==> src/design/ubx_fb_pkg.sv <==
// shared types and constants of the ubx frame builder
`default_nettype none
package ubx_fb_pkg;

  // input command codes
  localparam logic CmdStart   = 1'b0;
  localparam logic CmdPayload = 1'b1;

  // frame sync bytes
  localparam logic [7:0] SyncFirst  = 8'hB5;
  localparam logic [7:0] SyncSecond = 8'h62;

  // job queue between front and back
  localparam int QDepth  = 2;
  localparam int QPtrW   = (QDepth > 1) ? $clog2(QDepth) : 1;
  localparam int QCountW = $clog2(QDepth + 1);

  // beat counter inside one job (header plus tail is eight beats)
  localparam int StepW = 3;

  typedef struct packed {
    logic        command;
    logic [7:0]  msg_class;
    logic [7:0]  msg_id;
    logic [15:0] payload_len;
    logic [7:0]  data_byte;
  } in_item_t;

  typedef struct packed {
    logic [7:0] out_byte;
    logic       frame_end;
    logic       run_last;
    logic       misuse;
  } out_item_t;

  typedef enum logic [1:0] {
    JobHeader,
    JobPayload,
    JobMisuse
  } job_kind_e;

  typedef struct packed {
    job_kind_e   kind;
    logic        last;         // header with zero length, or final payload byte
    logic [7:0]  msg_class;
    logic [7:0]  msg_id;
    logic [15:0] payload_len;
    logic [7:0]  data_byte;
  } job_t;

endpackage
`default_nettype wire

==> src/design/ubx_fb_front.sv <==
// front end: accepts items, tracks frame state and classifies them into jobs
`default_nettype none
module ubx_fb_front (
  input  wire                   clk_i,
  input  wire                   rst_ni,
  input  wire                   in_valid_i,
  output logic                  in_ready_o,
  input  ubx_fb_pkg::in_item_t  in_item_i,
  output logic                  job_valid_o,
  input  wire                   job_ready_i,
  output ubx_fb_pkg::job_t      job_o
);

  logic        frame_open_q, frame_open_d;
  logic [15:0] bytes_left_q, bytes_left_d;
  logic        accept;

  assign in_ready_o  = job_ready_i;
  assign job_valid_o = in_valid_i;
  assign accept      = in_valid_i & job_ready_i;

  always_comb begin
    frame_open_d      = frame_open_q;
    bytes_left_d      = bytes_left_q;
    job_o.kind        = ubx_fb_pkg::JobMisuse;
    job_o.last        = 1'b0;
    job_o.msg_class   = in_item_i.msg_class;
    job_o.msg_id      = in_item_i.msg_id;
    job_o.payload_len = in_item_i.payload_len;
    job_o.data_byte   = in_item_i.data_byte;
    if (in_item_i.command == ubx_fb_pkg::CmdStart) begin
      if (!frame_open_q) begin
        job_o.kind = ubx_fb_pkg::JobHeader;
        job_o.last = (in_item_i.payload_len == 16'd0);
        if (accept && !job_o.last) begin
          frame_open_d = 1'b1;
          bytes_left_d = in_item_i.payload_len;
        end
      end
    end else if (frame_open_q) begin
      job_o.kind = ubx_fb_pkg::JobPayload;
      job_o.last = (bytes_left_q == 16'd1);
      if (accept) begin
        bytes_left_d = bytes_left_q - 16'd1;
        frame_open_d = !job_o.last;
      end
    end
  end

  always_ff @(posedge clk_i or negedge rst_ni) begin
    if (!rst_ni) begin
      frame_open_q <= 1'b0;
      bytes_left_q <= '0;
    end else begin
      frame_open_q <= frame_open_d;
      bytes_left_q <= bytes_left_d;
    end
  end

  // an open frame always has bytes still to come
  assert property (@(posedge clk_i) disable iff (!rst_ni)
    frame_open_q |-> (bytes_left_q != 16'd0))
    else $error("open frame with no bytes left");

  // a payload job is only issued inside an open frame
  assert property (@(posedge clk_i) disable iff (!rst_ni)
    (accept && job_o.kind == ubx_fb_pkg::JobPayload) |-> frame_open_q)
    else $error("payload job outside a frame");

  // a frame closes after its final payload byte
  assert property (@(posedge clk_i) disable iff (!rst_ni)
    (accept && job_o.kind == ubx_fb_pkg::JobPayload && job_o.last) |=> !frame_open_q)
    else $error("frame still open after final byte");

endmodule
`default_nettype wire

==> src/design/ubx_fb_queue.sv <==
// short job queue between front and back
`default_nettype none
module ubx_fb_queue (
  input  wire               clk_i,
  input  wire               rst_ni,
  input  wire               push_valid_i,
  output logic              push_ready_o,
  input  ubx_fb_pkg::job_t  push_job_i,
  output logic              pop_valid_o,
  input  wire               pop_i,
  output ubx_fb_pkg::job_t  pop_job_o
);

  ubx_fb_pkg::job_t                    slots_q [ubx_fb_pkg::QDepth];
  logic [ubx_fb_pkg::QPtrW-1:0]        wr_ptr_q, rd_ptr_q;
  logic [ubx_fb_pkg::QCountW-1:0]      count_q;
  logic                                push, pop;

  localparam logic [ubx_fb_pkg::QPtrW-1:0] LastPtr =
    ubx_fb_pkg::QPtrW'(ubx_fb_pkg::QDepth - 1);
  localparam logic [ubx_fb_pkg::QCountW-1:0] FullCount =
    ubx_fb_pkg::QCountW'(ubx_fb_pkg::QDepth);

  assign push_ready_o = (count_q != FullCount);
  assign pop_valid_o  = (count_q != '0);
  assign push         = push_valid_i & push_ready_o;
  assign pop          = pop_i & pop_valid_o;
  assign pop_job_o    = slots_q[rd_ptr_q];

  always_ff @(posedge clk_i) begin
    if (push) begin
      slots_q[wr_ptr_q] <= push_job_i;
    end
  end

  always_ff @(posedge clk_i or negedge rst_ni) begin
    if (!rst_ni) begin
      wr_ptr_q <= '0;
      rd_ptr_q <= '0;
      count_q  <= '0;
    end else begin
      if (push) begin
        wr_ptr_q <= (wr_ptr_q == LastPtr) ? '0 : wr_ptr_q + 1'b1;
      end
      if (pop) begin
        rd_ptr_q <= (rd_ptr_q == LastPtr) ? '0 : rd_ptr_q + 1'b1;
      end
      unique case ({push, pop})
        2'b10:   count_q <= count_q + 1'b1;
        2'b01:   count_q <= count_q - 1'b1;
        default: count_q <= count_q;
      endcase
    end
  end

endmodule
`default_nettype wire

==> src/design/ubx_fb_back.sv <==
// back end: serializes jobs into frame bytes and keeps the fletcher sums
`default_nettype none
module ubx_fb_back (
  input  wire                    clk_i,
  input  wire                    rst_ni,
  input  wire                    job_valid_i,
  input  ubx_fb_pkg::job_t       job_i,
  output logic                   job_pop_o,
  output logic                   out_valid_o,
  input  wire                    out_ready_i,
  output ubx_fb_pkg::out_item_t  out_item_o
);

  logic [ubx_fb_pkg::StepW-1:0] step_q;
  logic [7:0]                   sum_a_q, sum_b_q;
  logic [7:0]                   sum_a_add;
  logic                         out_valid_q;
  ubx_fb_pkg::out_item_t        out_item_q;
  ubx_fb_pkg::out_item_t        beat;
  logic                         fire, last_beat, add_en, clr_sums;
  logic [7:0]                   add_byte;

  assign fire      = job_valid_i & (!out_valid_q | out_ready_i);
  assign job_pop_o = fire & last_beat;
  assign sum_a_add = sum_a_q + add_byte;

  always_comb begin
    beat      = '0;
    last_beat = 1'b0;
    add_en    = 1'b0;
    clr_sums  = 1'b0;
    add_byte  = '0;
    unique case (job_i.kind)
      ubx_fb_pkg::JobHeader: begin
        unique case (step_q)
          3'd0: begin
            beat.out_byte = ubx_fb_pkg::SyncFirst;
            clr_sums      = 1'b1;
          end
          3'd1: beat.out_byte = ubx_fb_pkg::SyncSecond;
          3'd2: begin
            beat.out_byte = job_i.msg_class;
            add_en        = 1'b1;
          end
          3'd3: begin
            beat.out_byte = job_i.msg_id;
            add_en        = 1'b1;
          end
          3'd4: begin
            beat.out_byte = job_i.payload_len[7:0];
            add_en        = 1'b1;
          end
          3'd5: begin
            beat.out_byte = job_i.payload_len[15:8];
            beat.run_last = !job_i.last;
            last_beat     = !job_i.last;
            add_en        = 1'b1;
          end
          3'd6: beat.out_byte = sum_a_q;
          3'd7: begin
            beat.out_byte  = sum_b_q;
            beat.frame_end = 1'b1;
            beat.run_last  = 1'b1;
            last_beat      = 1'b1;
            clr_sums       = 1'b1;
          end
        endcase
      end
      ubx_fb_pkg::JobPayload: begin
        unique case (step_q)
          3'd0: begin
            beat.out_byte = job_i.data_byte;
            beat.run_last = !job_i.last;
            last_beat     = !job_i.last;
            add_en        = 1'b1;
          end
          3'd1: beat.out_byte = sum_a_q;
          default: begin
            beat.out_byte  = sum_b_q;
            beat.frame_end = 1'b1;
            beat.run_last  = 1'b1;
            last_beat      = 1'b1;
            clr_sums       = 1'b1;
          end
        endcase
      end
      default: begin
        // misuse: one flagged beat, no byte
        beat.misuse   = 1'b1;
        beat.run_last = 1'b1;
        last_beat     = 1'b1;
      end
    endcase
    if (add_en) begin
      add_byte = beat.out_byte;
    end
  end

  always_ff @(posedge clk_i or negedge rst_ni) begin
    if (!rst_ni) begin
      step_q      <= '0;
      sum_a_q     <= '0;
      sum_b_q     <= '0;
      out_valid_q <= 1'b0;
    end else begin
      if (fire) begin
        step_q <= last_beat ? '0 : step_q + 1'b1;
        if (clr_sums) begin
          sum_a_q <= '0;
          sum_b_q <= '0;
        end else if (add_en) begin
          sum_a_q <= sum_a_add;
          sum_b_q <= sum_b_q + sum_a_add;
        end
        out_valid_q <= 1'b1;
      end else if (out_ready_i) begin
        out_valid_q <= 1'b0;
      end
    end
  end

  always_ff @(posedge clk_i) begin
    if (fire) begin
      out_item_q <= beat;
    end
  end

  assign out_valid_o = out_valid_q;
  assign out_item_o  = out_item_q;

  // mid-job the job must still sit at the queue head
  assert property (@(posedge clk_i) disable iff (!rst_ni)
    (step_q != '0) |-> job_valid_i)
    else $error("job left the queue before its last beat");

  // the closing checksum byte ends the beat run of its item
  assert property (@(posedge clk_i) disable iff (!rst_ni)
    (out_valid_o && out_item_o.frame_end) |-> out_item_o.run_last)
    else $error("frame end without run last");

  // a flagged beat carries no byte
  assert property (@(posedge clk_i) disable iff (!rst_ni)
    (out_valid_o && out_item_o.misuse) |-> (out_item_o.out_byte == 8'd0 &&
                                            !out_item_o.frame_end))
    else $error("misuse beat with data");

  // a stalled output beat holds
  assert property (@(posedge clk_i) disable iff (!rst_ni)
    (out_valid_o && !out_ready_i) |=> (out_valid_o && $stable(out_item_o)))
    else $error("stalled output beat changed");

endmodule
`default_nettype wire

==> src/design/ubx_frame_builder.sv <==
// top level of the ubx frame builder: front, job queue and byte serializer
//
// usage
//   in channel (in_valid_i / in_ready_o / in_item_i): one beat per command.
//   command start carries class, id and payload length; command payload
//   carries one data byte. out channel (out_valid_o / out_ready_i /
//   out_item_o) gives one frame byte per beat, with frame_end on checksum b
//   and run_last on the last beat caused by each input beat.
//   a start beat yields sync 0xb5 0x62, class, id, length low, length high
//   (plus checksum a and b when the length is zero); a payload beat yields
//   its byte (plus checksum a and b after the final byte). a start inside an
//   open frame, or a payload beat outside one, yields a single misuse beat.
// timing
//   the first output beat of an item passes from its input beat through
//   the job queue into the registered output beat of the serializer. the
//   serializer emits one byte per cycle while the receiver keeps up.
//   a two-entry job queue sits between the front and the serializer, so
//   payload beats flow at one per cycle while the receiver keeps up, and the
//   input stalls during header and checksum bursts or a receiver stall.
// reset and stall
//   reset closes any frame, clears both sums and empties the queue and the
//   output register. a stalled receiver holds the current output beat; the
//   queue then fills and in_ready_o drops until beats move again.
`default_nettype none
module ubx_frame_builder (
  input  wire                    clk_i,
  input  wire                    rst_ni,
  input  wire                    in_valid_i,
  output logic                   in_ready_o,
  input  ubx_fb_pkg::in_item_t   in_item_i,
  output logic                   out_valid_o,
  input  wire                    out_ready_i,
  output ubx_fb_pkg::out_item_t  out_item_o
);

  // front to queue
  logic             fq_valid, fq_ready;
  ubx_fb_pkg::job_t fq_job;
  // queue to back
  logic             qb_valid, qb_pop;
  ubx_fb_pkg::job_t qb_job;

  // frame state tracking and command classification
  ubx_fb_front u_front (
    .clk_i       (clk_i),
    .rst_ni      (rst_ni),
    .in_valid_i  (in_valid_i),
    .in_ready_o  (in_ready_o),
    .in_item_i   (in_item_i),
    .job_valid_o (fq_valid),
    .job_ready_i (fq_ready),
    .job_o       (fq_job)
  );

  // decouples classification from byte serialization
  ubx_fb_queue u_queue (
    .clk_i        (clk_i),
    .rst_ni       (rst_ni),
    .push_valid_i (fq_valid),
    .push_ready_o (fq_ready),
    .push_job_i   (fq_job),
    .pop_valid_o  (qb_valid),
    .pop_i        (qb_pop),
    .pop_job_o    (qb_job)
  );

  // byte serializer with fletcher sums and registered output beat
  ubx_fb_back u_back (
    .clk_i       (clk_i),
    .rst_ni      (rst_ni),
    .job_valid_i (qb_valid),
    .job_i       (qb_job),
    .job_pop_o   (qb_pop),
    .out_valid_o (out_valid_o),
    .out_ready_i (out_ready_i),
    .out_item_o  (out_item_o)
  );

endmodule
`default_nettype wire
==> config.mk <==
export PLATFORM = sky130hd
export DESIGN_NAME = ubx_frame_builder
export DESIGN_NICKNAME = d
export VERILOG_FILES = /design/src/design/ubx_fb_pkg.sv /design/src/design/ubx_fb_front.sv /design/src/design/ubx_fb_queue.sv /design/src/design/ubx_fb_back.sv /design/src/design/ubx_frame_builder.sv
export SDC_FILE = /design/constraint.sdc
export NUM_CORES = 1
export LEC_CHECK = 0
export BUFFER_PORTS_ARGS = -buffer_cell sky130_fd_sc_hd__buf_2
export CAP_MARGIN = 15
export CORE_UTILIZATION = 50
export CTS_BUF_LIST = sky130_fd_sc_hd__clkbuf_8
export DETAILED_ROUTE_END_ITERATION = 6
export PLACE_DENSITY = 0.68
export SYNTH_ARGS = -nofsm -noshare
export SYNTH_HDL_FRONTEND = slang
export SYNTH_SLANG_ARGS = --single-unit
==> constraint.sdc <==
create_clock -name clk_i -period 11.8 [get_ports clk_i]
set_clock_uncertainty 0.15 [all_clocks]
set_input_delay 3.54 -clock clk_i [delete_from_list [all_inputs] [get_ports clk_i]]
set_output_delay 3.54 -clock clk_i [all_outputs]
set_load 0.05 [all_outputs]
=== After elaboration in Yosys (flattened, before gate mapping) ===
Memories as Yosys holds them, arrays and structs flattened.
Index checks and enable logic that the tools add are counted.

* Flip-flop bits (word level): 52
* Bits in writable memories: 86
* Input port bits: 45
* Output and inout bits: 13
* Logic and storage cells: 101
* Memories kept: 1

* Add/subtract/negate cells: 8
* Equal/unequal tests: 15
* Multiplexer cells: 40
* Bitwise gates (word level): 5
* Reductions and logical operators: 19

{| class="wikitable"
|+ Memory list
! memory !! depth !! width !! read ports !! clocked after memory_dff !! wr ports !! RTL line !! RTL
|-
| u_queue.slots_q || 2 || 43 || 1 || 0 || 1 || ubx_fb_queue.sv:14 || <nowiki>ubx_fb_pkg::job_t slots_q [ubx_fb_pkg::QDepth];</nowiki>
|}

{| class="wikitable"
|+ Operators with widths
! kind !! count
|-
| two-way mux 16 bit || 5
|-
| one-hot mux 8 bit (8 select lines) || 1
|-
| two-way mux 8 bit || 5
|-
| one-hot mux 9 bit (2 select lines) || 1
|-
| two-way mux 1 bit || 17
|-
| adder 8 bit || 2
|-
| equality test 16 x 1 -> 1 bit (second input constant) || 1
|-
| zero test 16 bit || 1
|-
| one-hot mux 8 bit (2 select lines) || 1
|-
| subtractor 16 x 1 -> 16 bit (second input constant) || 1
|-
| equality test 3 bit (second input constant) || 4
|-
| two-way mux 3 bit || 4
|-
| one-hot mux 1 bit (2 select lines) || 5
|-
| nonzero test 2 bit || 5
|-
| equality test 3 x 2 -> 1 bit (second input constant) || 2
|-
| != test 2 bit (second input constant) || 3
|-
| OR reduction 2 bit || 3
|-
| AND 1 bit || 4
|-
| equality test 2 x 1 -> 1 bit (second input constant) || 2
|-
| zero test 1 bit || 4
|-
| one-hot mux 2 bit (2 select lines) || 1
|-
| AND reduction 4 bit || 1
|-
| OR reduction 4 bit || 1
|-
| adder 3 x 1 -> 3 bit (second input constant) || 1
|-
| other kinds (11) || 12
|}

=== Logic depth before layout (Yosys ltp) ===
Gate-level depths: netlist of run 1.

* Depth after elaboration: 9
* Mapped depth: 25
* Gate-level depth less buffers: 24

=== Modules after synthesis ===
Synthesis of run 1 repeated with hierarchy kept, for this count alone.

* Cells, all modules: 617
* Area total of the unflattened synthesis: 7412.1 um2

{| class="wikitable"
|+ Modules (own cells, without submodules)
! module !! times used !! cells each !! area an instance (um2) !! sequential area each (um2)
|-
| ubx_fb_queue || 1 || 151 || 3329.4 || 2682.6
|-
| ubx_fb_back || 1 || 267 || 2484.9 || 830.8
|-
| ubx_fb_front || 1 || 199 || 1597.8 || 425.4
|}

=== Worst setup path before layout of run 1 ===
Ideal clock, no wire load.

* Path kind: input -> register
* From: input port in_valid_i
* To: memory u_queue.slots_q[0][0] (netlist bit) (enable)
* Library setup time: 0.444 ns
* Data arrival time: 5.530 ns
* Data required time: 11.206 ns
* Slack: 5.677 ns
* Stages on the path: 2
* Path buffers: 0
* Path through: nand2_1 nor2_1

* Longest elaborated chain between the ends: 3

{| class="wikitable"
|+ Ends and longest elaborated chain
! element !! RTL line !! RTL
|-
| start, declared || ubx_frame_builder.sv:28 || <nowiki>input wire in_valid_i,</nowiki>
|-
| AND 1 bit || ubx_fb_queue.sv:26 || <nowiki>assign push = push_valid_i & push_ready_o;</nowiki>
|-
| two-way mux 1 bit || ubx_fb_queue.sv:31 || <nowiki>if (push) begin</nowiki>
|-
| two-way mux 1 bit (implied by the code) || ubx_fb_queue.sv:32 || <nowiki>slots_q[wr_ptr_q] <= push_job_i;</nowiki>
|-
| end, declared || ubx_fb_queue.sv:14 ||
|}

No other way between the ends.

==> impl_metrics.sql, run 1 <==
INSERT INTO impl_metrics (metric_group, metric, value, unit) VALUES
('placement', 'globalplace.congestion', '0.873', ''),
('cts', 'holdBufCountCts', '0', ''),
('sta', 'fin_crit_sh', '0.541', ''),
('worst_setup_path', 'critPathMaxFanout', '12', ''),
('cts', 'clock_insertion_delay_worst_skew', '450', 'ps'),
('cts', 'worst_setup_hold_path_clk_slew', '80', 'ps'),
('floorplan', 'floorplan.io_pins', '58', ''),
('final_layout', 'area_taken_by_multi_input_logic_gates', '2770', 'um^2'),
('sta', 'timing_hold_violations_final', '0', ''),
('synthesis', 'yosys_warnings', '0', ''),
('cts', 'htreeDepth', '4', ''),
('power_and_ir_drop', 'design_power_total', '1.95', 'mW'),
('sta', 'setup_total_negative_slack', '0', 'ps'),
('sta', 'timing.max_slew.rel_slack', '0.287', ''),
('grt', 'number_of_antenna_violations_at_the_first_check_in_global_routing', '1', ''),
('synthesis', 'postSynthNetCount', '661', ''),
('grt', 'first_global_vias', '4801', ''),
('synthesis', 'post_synth.cell_area_avg', '11.8', 'um^2'),
('synthesis', 'synth_async_reset_ratio', '0.297', ''),
('cts', 'buffer_count_from_post_cts_setup_fixing', '0', ''),
('grt', 'grt_first_pass_wirelength', '25800', 'um'),
('grt', 'grt_overflow', '0', ''),
('synthesis', 'synthDominantCellAreaShare', '0.423', ''),
('synthesis', 'number_of_storage_elements_in_the_synthesis_netlist', '138', ''),
('power_and_ir_drop', 'peakVddDrop', '0.167', 'mV'),
('sta', 'fmax', '157', 'MHz'),
('detailed_routing', 'num_vias', '4927', ''),
('detailed_routing', 'drc', '0', ''),
('sta', 'timing_max_transition_violations_final', '0', ''),
('worst_setup_path', 'worst_setup_path_end_kind', 'flip-flop', ''),
('worst_hold_path', 'hold_path_class', 'reg2reg', ''),
('final_layout', 'n_antenna_cell', '0', ''),
('worst_setup_path', 'arrival', '6580', 'ps'),
('floorplan', 'initial_utilization', '0.516', ''),
('synthesis', 'syn-cell-area', '6880', 'um^2'),
('final_layout', 'final_nets', '717', ''),
('flow_run', 'drv_cap', '0', ''),
('floorplan', 'die-width', '119', 'um'),
('power_and_ir_drop', 'power_density', '250', 'nW/um^2'),
('floorplan', 'die_h', '119', 'um'),
('grt', 'grt_start_max_net_pins', '48', ''),
('floorplan', 'floorplan.rows', '42', ''),
('cts', 'cts.sink_count', '138', ''),
('synthesis', 'ys.flop_type', 'sky130_fd_sc_hd__edfxtp_1', ''),
('cts', 'cts.root.buffer_cell', 'sky130_fd_sc_hd__clkbuf_8', ''),
('detailed_routing', 'drtAntennaViolNets', '0', ''),
('synthesis', 'number_of_enable_flip_flop_cells_after_synthesis', '97', ''),
('sta', 'rsz_0062_raised_after_global_routing', 'no', ''),
('final_layout', 'layout-area-overhead-vs-synth', '13.4', '%'),
('final_layout', 'layout.area.seq', '3940', 'um^2'),
('sta', 'setup_viol', '0', ''),
('synthesis', 'synth_seq_area_share', '0.572', ''),
('worst_setup_path', 'worst-setup-path-type', 'reg2reg', ''),
('grt', 'grt_usage', '0.240', ''),
('final_layout', 'nFillCells', '1111', ''),
('cts', 'tritoncts_clock_tree', 'yes', ''),
('synthesis', 'post_synth_num_cell_types', '58', ''),
('synthesis', 'yosysTopAreaCell', 'sky130_fd_sc_hd__edfxtp_1', ''),
('cts', 'cts_resized', '0', ''),
('detailed_routing', 'detailed_routing_iterations_pass_1', '6', ''),
('detailed_routing', 'drt-initial-drc-count', '493', ''),
('floorplan', 'core-area', '13300', 'um^2'),
('detailed_routing', 'post_dr_wirelength_cell', '19.0', 'um'),
('status', 'run_status', 'completed', ''),
('detailed_routing', 'totalWireLength', '15800', 'um'),
('detailed_routing', 'per_cell_via_count_in_the_routed_design', '5.94', ''),
('placement', 'port_buffers', '57', ''),
('sta', 'worst_slew_pin_slew', '1060', 'ps'),
('worst_setup_path', 'setup.worst_path.start_class', 'flip-flop', ''),
('power_and_ir_drop', 'static-leakage-power', '3.05', 'nW'),
('cts', 'clk_path_buf_depth', '2', ''),
('placement', 'place.detailed.hpwl', '11100', 'um'),
('floorplan', 'die_area', '14200', 'um^2'),
('synthesis', 'synth_area_leaders', 'sky130_fd_sc_hd__edfxtp_1 (42%), sky130_fd_sc_hd__dfrtp_1 (15%), sky130_fd_sc_hd__ha_1 (5.3%)', ''),
('cts', 'tritoncts.num_buffers', '17', ''),
('final_layout', 'layout-drive-gt1-share', '0.180', ''),
('synthesis', 'postSynthCellCount', '585', ''),
('worst_setup_path', 'data_required_time_at_the_worst_endpoint', '11990', 'ps'),
('sta', 'final.min_clock_period', '6390', 'ps');
## sequential cells by signal, indices dropped and copies added (netlist names)
name and cells:
u_queue.slots_q 86, u_front.bytes_left_q 16, u_back.out_item_o 11, u_back.sum_a_q 8, u_back.sum_b_q 8, u_back.step_q 3
u_queue.count_q 2, u_back.out_valid_o 1, u_front.frame_open_q 1, u_queue.rd_ptr_q 1, u_queue.wr_ptr_q 1
## metal layers
layer | GRT usage | wire [um]
met1 | 0.331 | 7000
met2 | 0.370 | 7450
met3 | 0.0627 | 1080
met4 | 0.0789 | 252
met5 | 0 | 14
## cell usage after synthesis, types with 4 or more instances
library cell / count
sky130_fd_sc_hd__xor2_1: 7
sky130_fd_sc_hd__buf_2: 6
sky130_fd_sc_hd__o22ai_1: 7
sky130_fd_sc_hd__mux2i_1: 25
sky130_fd_sc_hd__nor2_1: 36
sky130_fd_sc_hd__mux2_2: 12
sky130_fd_sc_hd__nand2b_1: 6
sky130_fd_sc_hd__a21o_1: 4
sky130_fd_sc_hd__inv_1: 19
sky130_fd_sc_hd__nand2_1: 53
sky130_fd_sc_hd__a22oi_1: 4
sky130_fd_sc_hd__o211ai_1: 12
sky130_fd_sc_hd__o21ai_0: 44
sky130_fd_sc_hd__nor3_1: 17
sky130_fd_sc_hd__xnor2_1: 11
sky130_fd_sc_hd__o21a_1: 5
sky130_fd_sc_hd__nor4_1: 5
sky130_fd_sc_hd__a22o_1: 9
sky130_fd_sc_hd__ha_1: 29
sky130_fd_sc_hd__and2_1: 9
sky130_fd_sc_hd__edfxtp_1: 97
sky130_fd_sc_hd__dfrtp_1: 41
sky130_fd_sc_hd__a221oi_1: 7
sky130_fd_sc_hd__nand3_1: 17
sky130_fd_sc_hd__clkbuf_1: 15
sky130_fd_sc_hd__a21oi_1: 33
## cells in the final DEF (no fill, tap or decap), types with 17 or more instances in the layout
master,n
sky130_fd_sc_hd__buf_2,57
sky130_fd_sc_hd__nor2_1,35
sky130_fd_sc_hd__a21oi_1,33
sky130_fd_sc_hd__nor3_1,17
sky130_fd_sc_hd__inv_1,21
sky130_fd_sc_hd__mux2i_1,25
sky130_fd_sc_hd__clkbuf_8,18
sky130_fd_sc_hd__nand3_1,17
sky130_fd_sc_hd__edfxtp_1,97
sky130_fd_sc_hd__ha_1,29
sky130_fd_sc_hd__o21ai_0,44
sky130_fd_sc_hd__dfrtp_1,40
sky130_fd_sc_hd__nand2_1,53
## logic make-up (layout without fill, tap and decap cells)
group | after synthesis | after routing | synth area share
multiplexers | 37 | 37 | 0.0560
buffers and inverters | 44 | 113 | 0.0278
adder cells (fa/ha/maj) | 31 | 31 | 0.0585
XOR/XNOR | 18 | 18 | 0.0229
AO/OA/AOI/OAI | 154 | 154 | 0.148
flip-flops | 138 | 138 | 0.572
AND/OR/NAND/NOR | 163 | 163 | 0.115
## worst paths after layout
path	start	end	slack, ps	cells after the start
max in group asynchronous	rst_ni	u_queue.rd_ptr_q	7680	1
max reg2reg	u_back.step_q[1]	u_back.sum_b_q[7]	5410	22
min reg2reg	u_queue.count_q[1]	u_queue.count_q[1]	380	1
min	u_queue.count_q[1]	u_queue.count_q[1]	380	1
min in group asynchronous	rst_ni	u_front.bytes_left_q[6]	3110	1
max	u_back.step_q[1]	u_back.sum_b_q[7]	5410	22
## through the flow
stage | hold WS (ps) | cells | setup slack, ps | cell area (um^2) | util
global placement | 338 | 796 | 5520 | 7310 | 0.548
detailed placement | 360 | 796 | 5320 | 7310 | 0.548
global route | 408 | 830 | 4850 | 7800 | 0.585
CTS | 376 | 828 | 5550 | 7790 | 0.583
finish | 376 | 830 | 5410 | 7800 | 0.585
floorplan | 311 | 585 | 5680 | 6880 | -
## power by group
| part | total [mW] | internal (mW) | switching (mW) |
|---|---|---|---|
| Sequential | 0.778 | 0.689 | 0.0892 |
| Combinational | 0.720 | 0.250 | 0.471 |
| Clock | 0.455 | 0.277 | 0.179 |
## area by class of cell
type / instances / area share
well taps: 176 / 0.0282
multi-input cells: 403 / 0.355
repair buffers: 62 / 0.0418
clock inverters: 14 / 0.0292
inverters: 19 / 0.00914
flip-flops and latches: 138 / 0.505
clock buffers: 18 / 0.0317
## critical path, stage by stage (launching register included)
cell	delay [ps]
sky130_fd_sc_hd__dfrtp_1	430
sky130_fd_sc_hd__inv_1	170
sky130_fd_sc_hd__ha_1	270
sky130_fd_sc_hd__nor2b_1	730
sky130_fd_sc_hd__nor4_1	300
sky130_fd_sc_hd__nor2_1	230
sky130_fd_sc_hd__a41o_1	190
sky130_fd_sc_hd__o21ai_0	150
sky130_fd_sc_hd__and2_1	210
sky130_fd_sc_hd__ha_1	220
sky130_fd_sc_hd__fa_1	420
sky130_fd_sc_hd__a21o_1	190
sky130_fd_sc_hd__a21oi_1	270
sky130_fd_sc_hd__xnor2_1	190
sky130_fd_sc_hd__ha_1	330
sky130_fd_sc_hd__nand3_1	100
sky130_fd_sc_hd__o211ai_1	130
sky130_fd_sc_hd__o41ai_1	690
sky130_fd_sc_hd__or2_2	250
sky130_fd_sc_hd__nor3_1	50
sky130_fd_sc_hd__o41ai_1	370
sky130_fd_sc_hd__nand2_1	80
sky130_fd_sc_hd__a21o_1	160
Note: power is estimated with default switching activity, not from simulation.
==> run 2, diff against run 1 <==
==> constraint.sdc (replaced) <==
create_clock -name clk_i -period 6.5 [get_ports clk_i]
set_clock_uncertainty 0.15 [all_clocks]
set_input_delay 1.95 -clock clk_i [delete_from_list [all_inputs] [get_ports clk_i]]
set_output_delay 1.95 -clock clk_i [all_outputs]
set_load 0.05 [all_outputs]
==> impl_metrics.sql, run 2 (synthesis results as in run 1) <==
INSERT INTO impl_metrics (metric_group, metric, value, unit) VALUES
('grt', 'grt_overflow', '0', ''),
('detailed_routing', 'post_dr_wirelength_cell', '18.9', 'um'),
('detailed_routing', 'drtAntennaViolNets', '0', ''),
('sta', 'rsz_0062_raised_after_global_routing', 'no', ''),
('final_layout', 'top_register', 'u_queue.slots_q', ''),
('worst_setup_path', 'cp-endpoint', 'u_back.sum_b_q[7]', ''),
('worst_setup_path', 'r2r.worst_path.cells', '22', ''),
('cts', 'clock_insertion_delay_worst_skew', '450', 'ps'),
('worst_hold_path', 'holdPathStages', '1', ''),
('worst_setup_path', 'data_required_time_at_the_worst_endpoint', '6700', 'ps'),
('worst_setup_path', 'timing.rr.end', 'u_back.sum_b_q[7]', ''),
('worst_setup_path', 'worst-setup-path-type', 'reg2reg', ''),
('final_layout', 'mostFrequentLayoutCells', 'sky130_fd_sc_hd__edfxtp_1 (97), sky130_fd_sc_hd__buf_2 (57), sky130_fd_sc_hd__nand2_1 (53), sky130_fd_sc_hd__o21ai_0 (44), sky130_fd_sc_hd__dfrtp_1 (40)', ''),
('final_layout', 'design_area', '7760', 'um^2'),
('final_layout', 'layout.area.seq', '3940', 'um^2'),
('worst_hold_path', 'hold_path_class', 'reg2reg', ''),
('sta', 'timing.max_slew.rel_slack', '0.309', ''),
('floorplan', 'floorplan.rows', '42', ''),
('detailed_routing', 'per_cell_via_count_in_the_routed_design', '5.92', ''),
('placement', 'globalplace.congestion', '0.892', ''),
('floorplan', 'die-width', '119', 'um'),
('cts', 'buffer_count_from_post_cts_setup_fixing', '0', ''),
('floorplan', 'core-area', '13300', 'um^2'),
('worst_setup_path', 'worst_setup_path_end_kind', 'flip-flop', ''),
('final_layout', 'final_nets', '718', ''),
('detailed_routing', 'detailed_routing_iterations_pass_1', '6', ''),
('cts', 'htreeDepth', '4', ''),
('sta', 'final.min_clock_period', '6000', 'ps'),
('sta', 'worst_slew_pin_slew', '1030', 'ps'),
('cts', 'tritoncts_clock_tree', 'yes', ''),
('worst_setup_path', 'critical_path.reg2reg.startpoint', 'u_back.step_q[1]', ''),
('final_layout', 'nFillCells', '1145', ''),
('final_layout', 'layout-area-overhead-vs-synth', '12.7', '%'),
('detailed_routing', 'num_vias', '4919', ''),
('grt', 'grt_usage', '0.235', ''),
('power_and_ir_drop', 'power_density', '446', 'nW/um^2'),
('grt', 'grt_first_pass_wirelength', '25000', 'um'),
('final_layout', 'instances_no_fill', '831', ''),
('placement', 'port_buffers', '57', ''),
('sta', 'fin_crit_sh', '0.923', ''),
('worst_setup_path', 'timing.reg2reg.setup_slack', '500', 'ps'),
('grt', 'grt_start_max_net_pins', '44', ''),
('grt', 'number_of_antenna_violations_at_the_first_check_in_global_routing', '0', ''),
('sta', 'setup_viol', '0', ''),
('final_layout', 'flip_flop_count_of_the_largest_register_all_copies_and_words_added', '86', ''),
('worst_setup_path', 'critical_path.startpoint', 'u_back.step_q[1]', ''),
('placement', 'place.detailed.hpwl', '11200', 'um'),
('power_and_ir_drop', 'static-leakage-power', '3.03', 'nW'),
('sta', 'fin_worst_hold_slack', '374', 'ps'),
('flow_run', 'drv_cap', '0', ''),
('floorplan', 'die_area', '14200', 'um^2'),
('final_layout', 'finish.utilization', '0.581', ''),
('final_layout', 'area_taken_by_multi_input_logic_gates', '2780', 'um^2'),
('placement', 'post-place-cells', '797', ''),
('final_layout', 'commonest_non_fill_non_tap_cell_in_the_layout', 'sky130_fd_sc_hd__edfxtp_1', ''),
('status', 'run_status', 'completed', ''),
('cts', 'clk_path_buf_depth', '2', ''),
('detailed_routing', 'drc', '0', ''),
('worst_setup_path', 'critPathMaxFanout', '12', ''),
('sta', 'timing_hold_violations_final', '0', ''),
('detailed_routing', 'drt-initial-drc-count', '376', ''),
('cts', 'cts.root.buffer_cell', 'sky130_fd_sc_hd__clkbuf_8', ''),
('worst_setup_path', 'setup.worst_path.start_class', 'flip-flop', ''),
('floorplan', 'initial_utilization', '0.516', ''),
('grt', 'first_global_vias', '4679', ''),
('placement', 'post_dp_cell_area', '7320', 'um^2'),
('final_layout', 'n_antenna_cell', '0', ''),
('cts', 'worst_setup_hold_path_clk_slew', '80', 'ps'),
('cts', 'cts.sink_count', '138', ''),
('worst_hold_path', 'hp-start', 'u_queue.count_q[1]', ''),
('floorplan', 'die_h', '119', 'um'),
('cts', 'tritoncts.num_buffers', '17', ''),
('sta', 'fmax', '167', 'MHz'),
('worst_setup_path', 'arrival', '6190', 'ps'),
('sta', 'timing_max_transition_violations_final', '0', ''),
('power_and_ir_drop', 'peakVddDrop', '0.311', 'mV'),
('final_layout', 'layout-drive-gt1-share', '0.182', ''),
('detailed_routing', 'totalWireLength', '15700', 'um'),
('floorplan', 'floorplan.io_pins', '58', ''),
('sta', 'setup_total_negative_slack', '0', 'ps');
==> run 2: critical path, stage by stage, from the launching register on <==
cell and delay, ps:
sky130_fd_sc_hd__dfrtp_1 440, sky130_fd_sc_hd__inv_1 170, sky130_fd_sc_hd__ha_1 240, sky130_fd_sc_hd__nor2b_1 720
sky130_fd_sc_hd__nor4_2 190, sky130_fd_sc_hd__nor2_1 180, sky130_fd_sc_hd__a41o_1 180, sky130_fd_sc_hd__o21ai_0 100
sky130_fd_sc_hd__and2_1 170, sky130_fd_sc_hd__ha_1 210, sky130_fd_sc_hd__fa_1 430, sky130_fd_sc_hd__a21o_1 180
sky130_fd_sc_hd__a21oi_1 230, sky130_fd_sc_hd__o21bai_1 110, sky130_fd_sc_hd__a21oi_1 200, sky130_fd_sc_hd__xnor2_1 110
sky130_fd_sc_hd__ha_1 220, sky130_fd_sc_hd__o41ai_1 740, sky130_fd_sc_hd__or2_2 240, sky130_fd_sc_hd__nor3_1 40
sky130_fd_sc_hd__o41ai_1 380, sky130_fd_sc_hd__nand2_1 90, sky130_fd_sc_hd__a21o_1 160
==> run 2: how the worst min path moves through the flow <==
stage | to | slack, ps
CTS | u_queue.count_q[1] | 370
finish | u_queue.count_q[1] | 370
global placement | u_front.bytes_left_q[13] | 340
floorplan | u_queue.wr_ptr_q | 310
detailed placement | u_back.out_valid_o | 350
global route | u_queue.count_q[1] | 380
==> run 2: through the flow <==
step           worst slack, ps  power [mW]
6_report                   503        3.47
4_1_cts                    483        3.47
3_5_place_dp               475        2.73
5_1_grt                   94.2        3.67
2_1_floorplan             1460        2.37
3_3_place_gp               819        2.68
==> run 2: what timing repair did <==
| action | in CTS | in global routing |
|---|---|---|
| resized for setup | 0 | 1 |
| hold buffers | 0 | 0 |
| endpoints found under the setup margin | 0 | 1 |
| endpoints found under the hold margin | 0 | 0 |
==> run 2: routing by layer <==
| metal | part of all wire | wire length, um | track usage | vias to the layer above |
|---|---|---|---|---|
| li1 | - | - | - | 2318 |
| met1 | 0.46 | 7230 | 0.326 | 2375 |
| met4 | 0.026 | 405 | 0.102 | 0 |
| met5 | 0 | 0 | 0 | - |
| met3 | 0.055 | 866 | 0.0517 | 34 |
| met2 | 0.46 | 7200 | 0.356 | 192 |
==> run 2: final cells by class <==
cell class	instances	area share
multi-input combinational	403	0.358
inverter	19	0.00919
sequential	138	0.508
clock buffer	17	0.0301
timing repair buffer	63	0.0430
tap	176	0.0284
clock inverter	15	0.0237
==> run 2: power breakdown <==
| part | internal [mW] | switching, mW | total, mW |
|---|---|---|---|
| logic | 0.458 | 0.817 | 1.28 |
| clock network | 0.412 | 0.327 | 0.739 |
| registers | 1.25 | 0.200 | 1.45 |
==> run 3, diff against run 2 <==
--- a/config.mk
+++ b/config.mk
@@ -10,7 +10,7 @@
 export CORE_UTILIZATION = 50
 export CTS_BUF_LIST = sky130_fd_sc_hd__clkbuf_8
 export DETAILED_ROUTE_END_ITERATION = 6
-export PLACE_DENSITY = 0.68
+export PLACE_DENSITY = 0.7
 export SYNTH_ARGS = -nofsm -noshare
 export SYNTH_HDL_FRONTEND = slang
 export SYNTH_SLANG_ARGS = --single-unit
==> constraint.sdc (replaced) <==
create_clock -name clk_i -period 5.2 [get_ports clk_i]
set_clock_uncertainty 0.15 [all_clocks]
set_input_delay 1.56 -clock clk_i [delete_from_list [all_inputs] [get_ports clk_i]]
set_output_delay 1.56 -clock clk_i [all_outputs]
set_load 0.05 [all_outputs]
==> impl_metrics.sql, run 3 (synthesis results as in run 1) <==
INSERT INTO impl_metrics (metric_group, metric, value, unit) VALUES
('placement', 'post_dp_cell_area', '7420', 'um^2'),
('worst_setup_path', 'critical_path.startpoint', 'u_back.step_q[1]', ''),
('cts', 'holdBufCountCts', '0', ''),
('detailed_routing', 'totalWireLength', '15800', 'um'),
('worst_setup_path', 'slowest_stage', 'sky130_fd_sc_hd__o41ai_2', ''),
('sta', 'setup_total_negative_slack', '0', 'ps'),
('cts', 'clk_path_buf_depth', '2', ''),
('final_layout', 'design_area', '7960', 'um^2'),
('detailed_routing', 'detailed_routing_iterations_pass_1', '5', ''),
('power_and_ir_drop', 'static-leakage-power', '3.14', 'nW'),
('worst_setup_path', 'timing.rr.end', 'u_back.sum_b_q[7]', ''),
('detailed_routing', 'drtAntennaViolNets', '0', ''),
('final_layout', 'flip_flop_count_of_the_largest_register_all_copies_and_words_added', '86', ''),
('cts', 'tritoncts.num_buffers', '17', ''),
('sta', 'fmax', '201', 'MHz'),
('final_layout', 'area_taken_by_multi_input_logic_gates', '2860', 'um^2'),
('placement', 'globalplace.congestion', '0.893', ''),
('power_and_ir_drop', 'peakVddDrop', '0.295', 'mV'),
('worst_setup_path', 'timing.reg2reg.setup_slack', '210', 'ps'),
('sta', 'postLayoutSetupSlackWorst', '214', 'ps'),
('final_layout', 'mostFrequentLayoutCells', 'sky130_fd_sc_hd__edfxtp_1 (97), sky130_fd_sc_hd__buf_2 (57), sky130_fd_sc_hd__nand2_1 (53), sky130_fd_sc_hd__o21ai_0 (42), sky130_fd_sc_hd__dfrtp_1 (40)', ''),
('worst_setup_path', 'arrival', '5170', 'ps'),
('sta', 'fin_worst_hold_slack', '362', 'ps'),
('placement', 'preCtsSetupSlack', '-39.2', 'ps'),
('worst_hold_path', 'hold_path_class', 'reg2reg', ''),
('grt', 'use_met2', '0.381', ''),
('grt', 'gr-max-usage-layer', 'met2', ''),
('placement', 'port_buffers', '57', ''),
('cts', 'clock_insertion_delay_worst_skew', '450', 'ps'),
('cts', 'cts.sink_count', '138', ''),
('worst_setup_path', 'worst-setup-path-type', 'reg2reg', ''),
('sta', 'setup_viol', '0', ''),
('worst_setup_path', 'r2r.worst_path.cells', '22', ''),
('final_layout', 'n_antenna_cell', '0', ''),
('detailed_routing', 'per_cell_via_count_in_the_routed_design', '5.92', ''),
('floorplan', 'floorplan.rows', '42', ''),
('final_layout', 'instances_no_fill', '845', ''),
('grt', 'grt_start_max_net_pins', '44', ''),
('worst_setup_path', 'critPathMaxFanout', '11', ''),
('worst_setup_path', 'critical_path.reg2reg.startpoint', 'u_back.step_q[1]', ''),
('final_layout', 'layout-drive-gt1-share', '0.215', ''),
('final_layout', 'final_nets', '732', ''),
('final_layout', 'commonest_non_fill_non_tap_cell_in_the_layout', 'sky130_fd_sc_hd__edfxtp_1', ''),
('flow_run', 'drv_cap', '0', ''),
('sta', 'fin_crit_sh', '0.959', ''),
('sta', 'worst_slew_pin_slew', '1100', 'ps'),
('detailed_routing', 'num_vias', '5005', ''),
('sta', 'timing.max_slew.rel_slack', '0.260', ''),
('worst_setup_path', 'critical-path-top-cell-by-count', 'sky130_fd_sc_hd__a21o_1', ''),
('final_layout', 'layout-area-overhead-vs-synth', '15.6', '%'),
('grt', 'first_global_vias', '5031', ''),
('detailed_routing', 'drt-initial-drc-count', '469', ''),
('floorplan', 'floorplan.io_pins', '58', ''),
('floorplan', 'die_area', '14200', 'um^2'),
('worst_setup_path', 'path_cells', 'inv_2, ha_2, nor2b_1, buf_4, a221oi_2, o221ai_1, nor2_1, o22ai_1, and2_1, fa_2, a21o_1, a21oi_2, xnor2_1, ha_1, nand3_1, o211ai_1, o41ai_2, or2_2, nor3_1, o41ai_1, nand2_1, a21o_1', ''),
('placement', 'post-place-cells', '810', ''),
('grt', 'global_route.usage.met3', '0.0489', ''),
('final_layout', 'layout.area.seq', '3940', 'um^2'),
('sta', 'timing_hold_violations_final', '0', ''),
('placement', 'place.detailed.hpwl', '11400', 'um'),
('cts', 'htreeDepth', '4', ''),
('grt', 'grt_usage', '0.241', ''),
('worst_hold_path', 'hp-start', 'u_front.bytes_left_q[13]', ''),
('worst_setup_path', 'setup.worst_path.start_class', 'flip-flop', ''),
('sta', 'timing_max_transition_violations_final', '0', ''),
('power_and_ir_drop', 'power_density', '558', 'nW/um^2'),
('floorplan', 'core-area', '13300', 'um^2'),
('worst_setup_path', 'max_stage_delay', '420', 'ps'),
('floorplan', 'die_h', '119', 'um'),
('sta', 'final.min_clock_period', '4990', 'ps'),
('status', 'run_status', 'completed', ''),
('cts', 'cts.root.buffer_cell', 'sky130_fd_sc_hd__clkbuf_8', ''),
('worst_hold_path', 'holdPathStages', '2', ''),
('final_layout', 'top_register', 'u_queue.slots_q', ''),
('cts', 'tritoncts_clock_tree', 'yes', ''),
('worst_setup_path', 'data_required_time_at_the_worst_endpoint', '5380', 'ps'),
('cts', 'worst_setup_hold_path_clk_slew', '70', 'ps'),
('grt', 'grt_first_pass_wirelength', '25900', 'um'),
('final_layout', 'nFillCells', '1094', ''),
('worst_hold_path', 'hold_end', 'u_front.bytes_left_q[13]', ''),
('detailed_routing', 'post_dr_wirelength_cell', '18.8', 'um'),
('floorplan', 'initial_utilization', '0.516', ''),
('grt', 'grt_use_met1', '0.325', ''),
('grt', 'grt_overflow', '0', ''),
('floorplan', 'die-width', '119', 'um'),
('grt', 'number_of_antenna_violations_at_the_first_check_in_global_routing', '0', ''),
('detailed_routing', 'drc', '0', ''),
('worst_setup_path', 'worst_setup_path_end_kind', 'flip-flop', '');
[run 3: changes by cell type in the layout (fill, tap and decap cells not counted), sizes merged]
cell / previous run / this run
inv: 23 / 24
clkinvlp: 2 / 0
clkinv: 5 / 3
clkbuf: 17 / 20
buf: 63 / 77
[run 3: layout make-up]
cell class / count / area share
sequential: 138 / 0.495
inverter: 19 / 0.00896
clock buffer: 20 / 0.0346
timing repair buffer: 77 / 0.0547
multi-input combinational: 403 / 0.359
tap: 176 / 0.0277
clock inverter: 12 / 0.0196
[run 3: repair_timing]
| item | 4_1_cts | 5_1_grt |
|---|---|---|
| pin swaps | 0 | 6 |
| buffers inserted | 0 | 2 |
| cloned | 0 | 0 |
| gates resized for setup | 1 | 20 |
| setup endpoints to repair | 1 | 1 |
[run 3: power by group]
part / internal [mW] / total (mW) / switching, mW
clock network: 0.551 / 0.938 / 0.387
registers: 1.56 / 1.80 / 0.235
logic: 0.637 / 1.71 / 1.07
[run 3: metrics by stage]
stage	power [mW]	util
floorplan	2.97	-
global placement	3.41	0.556
detailed placement	3.46	0.556
CTS	4.41	0.588
global route	4.70	0.596
finish	4.44	0.596
[run 3: routing by layer]
layer  vias to the layer above  routed length, um  share of wire
li1                       2344                  -              -
met1                      2423               6970           0.44
met2                       200               7620           0.48
met3                        38                820          0.052
met4                         0                430          0.027
met5                         -                  0              0
[run 3: critical path, delay by kind of cell, from the launching register on]
| family | cells | cell delay, ps |
|---|---|---|
| XOR/XNOR | 1 | 170 |
| adder cells (fa/ha/maj) | 3 | 910 |
| AO/OA/AOI/OAI | 9 | 1970 |
| AND/OR/NAND/NOR | 7 | 980 |
| flip-flops | 1 | 410 |
| buffers and inverters | 2 | 280 |
[run 3: how the worst max path moves through the flow]
stage	to	slack, ps	cells after the start
6_report	u_back.sum_b_q[7]	210	22
5_1_grt	u_back.sum_b_q[7]	-10	23
4_1_cts	u_back.sum_b_q[7]	0.2	22
3_5_place_dp	u_back.sum_b_q[7]	-40	22
3_3_place_gp	u_back.sum_b_q[7]	120	22
2_1_floorplan	u_back.sum_b_q[7]	160	20
